--- src/rtl/core/lifrna_pkg.sv ---
// Shared types, constants and fixed-point helpers for the recurrent LIF neuron array.
// Used by lifrna_cell, lif_recurrent_neuron_array and lifrna_chk; depends on nothing.
package lifrna_pkg;

  localparam int NEURONS   = 16;
  localparam int FRAC_BITS = 16;
  localparam int IDX_W     = $clog2(NEURONS);
  // bias + product + one weight per neuron, plus headroom
  localparam int ACC_W     = 32 + $clog2(NEURONS + 2) + 1;
  localparam int MUL_W     = 65;
  localparam int CNT_W     = 14;
  localparam int PC_W      = $clog2(NEURONS + 1);

  localparam logic [16:0]       DECAY_ONE   = 17'h10000;
  localparam logic [CNT_W-1:0]  COUNT_MAX   = 14'h3FFF;
  localparam logic [16:0]       DECAY_RST   = 17'd61565;
  localparam logic signed [31:0] THRESH_RST = 32'sd65536;
  localparam logic signed [31:0] RSTPOT_RST = 32'sd0;
  localparam logic signed [31:0] REST_RST   = 32'sd0;

  typedef enum logic [2:0] {
    REQ_IN_W  = 3'd0,
    REQ_REC_W = 3'd1,
    REQ_BIAS  = 3'd2,
    REQ_CUR   = 3'd3,
    REQ_RUN   = 3'd4,
    REQ_RESET = 3'd5
  } req_e;

  typedef enum logic [1:0] {
    CFG_DECAY     = 2'd0,
    CFG_THRESH    = 2'd1,
    CFG_RESET_POT = 2'd2,
    CFG_REST_POT  = 2'd3
  } cfg_reg_e;

  typedef enum logic [2:0] {
    ST_IDLE,
    ST_ACC,
    ST_PROD,
    ST_LEAKA,
    ST_LEAKB,
    ST_FIRE,
    ST_RESP
  } state_e;

  typedef enum logic [3:0] {
    OP_NONE,
    OP_WR_INW,
    OP_WR_REC,
    OP_WR_BIAS,
    OP_WR_CUR,
    OP_RESET,
    OP_ACC,
    OP_PROD,
    OP_LEAKA,
    OP_LEAKB,
    OP_FIRE
  } cell_op_e;

  typedef struct packed {
    logic [2:0]         req_type;
    logic [3:0]         target_neuron;
    logic [3:0]         source_neuron;
    logic signed [31:0] value;
    logic [4:0]         active_inputs;
    logic [9:0]         repeat_steps;
  } in_t;

  typedef struct packed {
    logic [15:0]        spike_mask;
    logic [13:0]        spike_total;
    logic signed [31:0] potential_out;
  } out_t;

  // broadcast control from the sequencer to every cell
  typedef struct packed {
    cell_op_e           op;
    logic               first;
    logic signed [31:0] value;
    logic [IDX_W-1:0]   wr_src;
    logic               wr_src_ok;
    logic [16:0]        decay;
    logic signed [31:0] thresh;
    logic signed [31:0] reset_pot;
    logic signed [31:0] rest_pot;
  } cell_ctl_t;

  function automatic logic signed [31:0] sat_mul(input logic signed [MUL_W-1:0] x);
    if (x[MUL_W-1:31] == '0 || x[MUL_W-1:31] == '1) return x[31:0];
    return x[MUL_W-1] ? 32'sh8000_0000 : 32'sh7FFF_FFFF;
  endfunction

  function automatic logic signed [31:0] sat_acc(input logic signed [ACC_W-1:0] x);
    if (x[ACC_W-1:31] == '0 || x[ACC_W-1:31] == '1) return x[31:0];
    return x[ACC_W-1] ? 32'sh8000_0000 : 32'sh7FFF_FFFF;
  endfunction

  // Q16.16 product: round half up, then saturate
  function automatic logic signed [31:0] round_prod(input logic signed [MUL_W-1:0] p);
    logic signed [MUL_W-1:0] t;
    t = p + (MUL_W'(1) << (FRAC_BITS - 1));
    return sat_mul(t >>> FRAC_BITS);
  endfunction

endpackage

--- src/rtl/core/lifrna_cell.sv ---
// One neuron of the array: its stores, its potential, a shared multiplier
// and one bit of the spike ring. Depends on lifrna_pkg.
module lifrna_cell (
  input  logic                        clk_i,
  input  logic                        rst_ni,
  input  lifrna_pkg::cell_ctl_t       ctl_i,
  input  logic                        sel_i,
  input  logic                        active_i,
  input  logic [lifrna_pkg::IDX_W-1:0] ridx_i,
  input  logic                        spike_i,
  output logic                        spike_o,
  output logic                        fire_o,
  output logic signed [31:0]          v_o
);

  localparam int N  = lifrna_pkg::NEURONS;
  localparam int AW = lifrna_pkg::ACC_W;
  localparam int MW = lifrna_pkg::MUL_W;

  logic signed [31:0] inw_q, bias_q, cur_q, v_q, v_d;
  logic               spike_q, spike_d;
  logic signed [AW-1:0] acc_q, acc_d;
  logic signed [MW-1:0] mul_q, sum_q, mul_w, leak_sum;
  logic signed [31:0] mul_a, isyn, w_term, p_term, vn;
  logic signed [32:0] mul_b;
  logic [16:0]        one_minus;
  logic               fire;

  // recurrent weight row: memory with registered read, valid bit per entry
  logic [31:0]        row_mem [N];
  logic [N-1:0]       row_vld_q;
  logic [31:0]        rdata_q;
  logic               rvld_q, bit_q, add_en_q;
  logic               rec_we;

  assign rec_we = (ctl_i.op == lifrna_pkg::OP_WR_REC) && sel_i && ctl_i.wr_src_ok;

  always_ff @(posedge clk_i) begin
    if (rec_we) begin
      row_mem[ctl_i.wr_src] <= ctl_i.value;
    end
    rdata_q <= row_mem[ridx_i];
  end

  always_ff @(posedge clk_i or negedge rst_ni) begin
    if (!rst_ni) begin
      row_vld_q <= '0;
      rvld_q    <= 1'b0;
      bit_q     <= 1'b0;
      add_en_q  <= 1'b0;
    end else begin
      if (rec_we) row_vld_q[ctl_i.wr_src] <= 1'b1;
      rvld_q   <= row_vld_q[ridx_i];
      bit_q    <= spike_q;
      add_en_q <= (ctl_i.op == lifrna_pkg::OP_ACC);
    end
  end

  // multiplier operand select
  assign one_minus = lifrna_pkg::DECAY_ONE - ctl_i.decay;
  assign isyn      = lifrna_pkg::sat_acc(acc_q);

  always_comb begin
    case (ctl_i.op)
      lifrna_pkg::OP_LEAKA: begin
        mul_a = isyn;
        mul_b = {16'b0, one_minus};
      end
      lifrna_pkg::OP_LEAKB: begin
        mul_a = v_q;
        mul_b = {16'b0, ctl_i.decay};
      end
      default: begin
        mul_a = cur_q;
        mul_b = {inw_q[31], inw_q};
      end
    endcase
  end

  assign mul_w = MW'(mul_a) * MW'(mul_b);

  // synaptic sum
  assign w_term = (add_en_q && bit_q && rvld_q) ? $signed(rdata_q) : 32'sd0;
  assign p_term = (ctl_i.op == lifrna_pkg::OP_PROD && active_i) ?
                  lifrna_pkg::round_prod(mul_q) : 32'sd0;

  always_comb begin
    if (ctl_i.op == lifrna_pkg::OP_ACC && ctl_i.first) begin
      acc_d = AW'(bias_q);
    end else begin
      acc_d = acc_q + AW'(w_term) + AW'(p_term);
    end
  end

  // leak and fire
  assign leak_sum = sum_q + mul_q;
  assign vn       = lifrna_pkg::sat_mul(leak_sum >>> 16);
  assign fire     = (vn >= ctl_i.thresh);

  always_comb begin
    v_d     = v_q;
    spike_d = spike_q;
    case (ctl_i.op)
      lifrna_pkg::OP_ACC: spike_d = spike_i;
      lifrna_pkg::OP_FIRE: begin
        spike_d = fire;
        v_d     = fire ? ctl_i.reset_pot : vn;
      end
      lifrna_pkg::OP_RESET: begin
        spike_d = 1'b0;
        v_d     = ctl_i.rest_pot;
      end
      default: ;
    endcase
  end

  always_ff @(posedge clk_i or negedge rst_ni) begin
    if (!rst_ni) begin
      inw_q   <= '0;
      bias_q  <= '0;
      cur_q   <= '0;
      v_q     <= lifrna_pkg::REST_RST;
      spike_q <= 1'b0;
    end else begin
      v_q     <= v_d;
      spike_q <= spike_d;
      if (sel_i && ctl_i.op == lifrna_pkg::OP_WR_INW)  inw_q  <= ctl_i.value;
      if (sel_i && ctl_i.op == lifrna_pkg::OP_WR_BIAS) bias_q <= ctl_i.value;
      if (sel_i && ctl_i.op == lifrna_pkg::OP_WR_CUR)  cur_q  <= ctl_i.value;
    end
  end

  // datapath registers
  always_ff @(posedge clk_i) begin
    acc_q <= acc_d;
    case (ctl_i.op)
      lifrna_pkg::OP_ACC:   if (ctl_i.first) mul_q <= mul_w;
      lifrna_pkg::OP_LEAKA: mul_q <= mul_w;
      lifrna_pkg::OP_LEAKB: begin
        sum_q <= mul_q + MW'(32768);
        mul_q <= mul_w;
      end
      default: ;
    endcase
  end

  assign spike_o = spike_q;
  assign fire_o  = (ctl_i.op == lifrna_pkg::OP_FIRE) && fire;
  assign v_o     = v_q;

endmodule

--- config.mk ---
export PLATFORM = sky130hd
export DESIGN_NAME = lifrna_cell
export DESIGN_NICKNAME = d
export VERILOG_FILES = /design/src/rtl/core/lifrna_pkg.sv /design/src/rtl/core/lifrna_cell.sv
export SDC_FILE = /design/constraint.sdc
export NUM_CORES = 2
export LEC_CHECK = 0
export ABC_AREA = 1
export BUFFER_PORTS_ARGS = -buffer_cell sky130_fd_sc_hd__buf_4
export CELL_PAD_IN_SITES_DETAIL_PLACEMENT = 1
export CELL_PAD_IN_SITES_GLOBAL_PLACEMENT = 2
export CORE_MARGIN = 2
export CORE_UTILIZATION = 41
export DETAILED_ROUTE_END_ITERATION = 6
export PLACE_DENSITY = 0.86
export RECOVER_POWER = 100
export SYNTH_ARGS = -nofsm -noshare
export SYNTH_HDL_FRONTEND = slang
export SYNTH_SLANG_ARGS = --single-unit
--- constraint.sdc ---
create_clock -name clk_i -period 9.9 [get_ports clk_i]
set_clock_uncertainty 0.15 [all_clocks]
set_input_delay 2.97 -clock clk_i [delete_from_list [all_inputs] [get_ports clk_i]]
set_output_delay 2.97 -clock clk_i [all_outputs]
set_load 0.05 [all_outputs]
==> results.sh <==
export IMPL_outcome="finished, violations left"
export IMPL_violations="capacitance limit, slew limit, setup timing"
export IMPL_avgRoutedWirePerCell_um=26.5
export IMPL_drtAntennaViolNets=0
export IMPL_num_fill_cells=22880
export IMPL_synth_distinct_cells=61
export IMPL_rows=164
export IMPL_r2r_cells=41
export IMPL_post_route_util_pct=50.5
export IMPL_ys_seq_area_share_pct=29.7
export IMPL_setup_viol=48
export IMPL_die_x_um=451
export IMPL_synth_xor_area_share_pct=1.82
export IMPL_cts_path_max_buffers=3
export IMPL_cp_arrival_ns=11.16
export IMPL_synthSimpleGateAreaFrac_pct=15.6
export IMPL_htreeDepth=3
export IMPL_grt_first_pass_wirelength_um=497000
export IMPL_crit_family="adder cells"
export IMPL_cp_max_fo=5
export IMPL_path_class="primary input to flop"
export IMPL_worst_path_max_delay_cell="fa_2"
export IMPL_firstDrtPassIters=5
export IMPL_first_iter_violations=5690
export IMPL_cts_buffers=84
export IMPL_portBuffers=197
export IMPL_area_delta_synth_final_pct=22.6
export IMPL_syn_num_nets=10950
export IMPL_die_area_mm2=0.204
export IMPL_wl_um=346000
export IMPL_die_h_um=451
export IMPL_holdCritStartpoint="spike_o"
export IMPL_clock_latency_ns=0.70
export IMPL_clockRootBuffer="clkbuf_16"
export IMPL_grt_ovfl_total=0
export IMPL_drv_slew=1161
export IMPL_relSlewSlack_pct=-222
export IMPL_tightest_slew_ns=4.83
export IMPL_io_pins=198
export IMPL_fmax_mhz=92.1
export IMPL_drc=0
export IMPL_worstPathRequired_ns=10.19
export IMPL_rrSetupSlack_ns=0.50
export IMPL_fin_crit_sh_pct=110
export IMPL_synth_enable_flop_cells=642
export IMPL_cp_buffers_inverters=11
export IMPL_maxCapViolCount=27
export IMPL_cts_hold_buffers_added=0
export IMPL_vias=69691
export IMPL_synthMuxAreaShare_pct=1.56
export IMPL_synth_compound_area_share_pct=7.45
export IMPL_min_period_ns=10.86
export IMPL_yosysWarnings=0
export IMPL_critPathMaxStageDelay_ns=0.61
export IMPL_setup_ws_ns=-0.963
export IMPL_worst_hold_path_endpoint="bit_q"
export IMPL_hold_path_class="flop to flop"
export IMPL_start_util_pct=41.2
export IMPL_ys_flop_type="edfxtp_1"
export IMPL_grt_usage_pct=33.2
export IMPL_r2r_start="acc_q[37]"
export IMPL_critPathCaptureType="flop"
export IMPL_clkSinkCount=860
export IMPL_clkTransAtPathRegs_ns=0.06
export IMPL_grt_pass1_vias=75685
export IMPL_core_mm2=0.199
export IMPL_startpoint_type="primary input"
export IMPL_synthArstFlopShare_pct=17.2
export IMPL_synth_seq_cells=860
export IMPL_synth_top_family_by_area="adder cells"
export IMPL_hold_viol_final=0
export IMPL_drive_gt1_share_pct=18.8
export IMPL_synth_adder_area_share_pct=32.4
export IMPL_gp_congestion=0.989
export IMPL_regToRegEndpoint="mul_q[52]"
export IMPL_hpwlAfterDp_um=270000
export IMPL_dpl_instance_area_mm2=0.0930
export IMPL_finalNetCount=11902
export IMPL_antenna_found_initial=16
export IMPL_drt_vias_per_instance=5.35
export IMPL_tns_ns=-30.59
export IMPL_holdPathStages=0
export IMPL_avgSynthCellArea_um2=8.79
export IMPL_rsz0062_at_grt="yes"
export IMPL_cts_tree="yes"
export IMPL_grt_start_max_net_pins=162
export IMPL_postLayoutCellArea_mm2=0.101
export IMPL_synthCells=9340
export IMPL_synth_area_mm2=0.0821
-- layout make-up --
cell class | count | area, µm² | share of cell area [%]
Clock inverter | 46 | 602 | 0.598
Tap cell | 2656 | 3320 | 3.30
Inverter | 2159 | 8180 | 8.13
Sequential cell | 860 | 24400 | 24.2
Timing Repair Buffer | 1186 | 10100 | 10.0
Antenna cell | 15 | 37.5 | 0.0373
Multi-Input combinational cell | 6001 | 51700 | 51.4
Clock buffer | 112 | 2300 | 2.28
-- registers in the layout, indices dropped and copies added, names as in the netlist, 16 cells and up --
| signal | count |
|---|---|
| mul_q | 65 |
| v_o | 32 |
| acc_q | 38 |
| rdata_q | 32 |
| row_mem | 512 |
| row_vld_q | 16 |
| cur_q | 32 |
| sum_q | 65 |
| inw_q | 32 |
| bias_q | 32 |
-- repair_timing --
item / in CTS / in global routing
buffers inserted: 98 / 78
setup endpoints to repair: 51 / 53
gates cloned: 4 / 1
pin swaps: 158 / 285
gates resized for setup: 581 / 421
-- placed cells by master, fill, tap and decap left out, types with 29 or more instances in the layout --
cell	instances
o211ai_1	133
buf_6	103
nor2_4	69
dfxtp_1	70
nor2_1	628
or2_2	38
nor2_2	57
inv_1	2036
nand2_2	56
buf_4	893
a21oi_4	29
buf_12	75
o21ai_0	383
ha_4	46
xnor2_1	56
ha_1	268
fa_2	74
dfrtp_1	148
nor3_1	32
mux2i_1	128
a21oi_1	299
o21ai_1	40
a21oi_2	30
inv_2	91
clkbuf_1	111
edfxtp_1	642
fa_1	1054
nand2_1	1908
xor2_1	76
nand4_1	33
nand3_1	246
o21ai_2	40
clkbuf_16	86
-- how the worst max path moves through the flow --
| stage | start | end | cells after the start |
|---|---|---|---|
| floorplan | ctl_i[151] | mul_q[57] | 30 |
| global placement | ctl_i[154] | mul_q[58] | 37 |
| detailed placement | ctl_i[154] | mul_q[58] | 36 |
| CTS | ctl_i[100] | mul_q[58] | 42 |
| global route | ctl_i[97] | mul_q[57] | 39 |
| finish | ctl_i[96] | mul_q[57] | 39 |
-- synth_stat cells, types with 7 or more instances --
master	n	share of area (%)
buf_1	9	0.041
o21ai_0	447	2.7
edfxtp_1	642	23
nor2_1	741	3.4
nand3_2	7	0.085
inv_1	2136	9.8
nand3_1	251	1.5
nor4_1	20	0.15
nand2_1	1981	9.1
dfrtp_1	148	4.5
o221ai_1	8	0.085
xor2_1	98	1.0
fa_1	1128	28
nor2_2	7	0.053
buf_2	55	0.34
clkbuf_1	244	1.1
clkinv_1	12	0.055
xnor2_1	66	0.70
a21o_1	9	0.082
o311ai_0	7	0.075
buf_6	9	0.12
inv_2	11	0.050
nor3_2	7	0.085
a31oi_1	43	0.33
a21oi_1	358	2.2
dfxtp_1	70	1.7
or2_2	43	0.33
o211ai_1	133	1.2
o21ai_1	33	0.20
nand4_1	33	0.25
mux2i_1	128	1.6
o21bai_1	20	0.18
ha_1	318	4.8
o21a_1	14	0.13
nor3_1	38	0.23
-- metrics by stage --
stage,hold WS [ns],worst slack (ns),instances
6_report,0.273,-0.963,13035
4_1_cts,0.291,-0.772,12955
3_3_place_gp,0.270,-2.47,12703
3_5_place_dp,0.276,-2.58,12703
5_1_grt,0.290,-1.19,13034
2_1_floorplan,0.277,-1.66,9340
-- cells by family after synthesis --
logic type,count (synthesis)
xor gates and xnor gates,167
and+or+nand+nor,3165
AOI/OAI and AO/OA,1095
adders and majority gates,1446
buffers and inverters,2479
muxes,128
DFF,860
-- per-layer routing --
layer | global-route usage, % | wire length, µm | part of all wire [%] | vias up
li1 | - | - | - | 30533
met1 | 42.8 | 139000 | 40 | 35988
met2 | 55.7 | 166000 | 48 | 2444
met3 | 4.49 | 20200 | 5.8 | 710
met4 | 14.7 | 20300 | 5.9 | 16
met5 | 0 | 99 | 0.029 | -
Power is left out: the tool's default activity adds up to more than one toggle a clock period on the data nets, which glitch-free logic cannot reach.
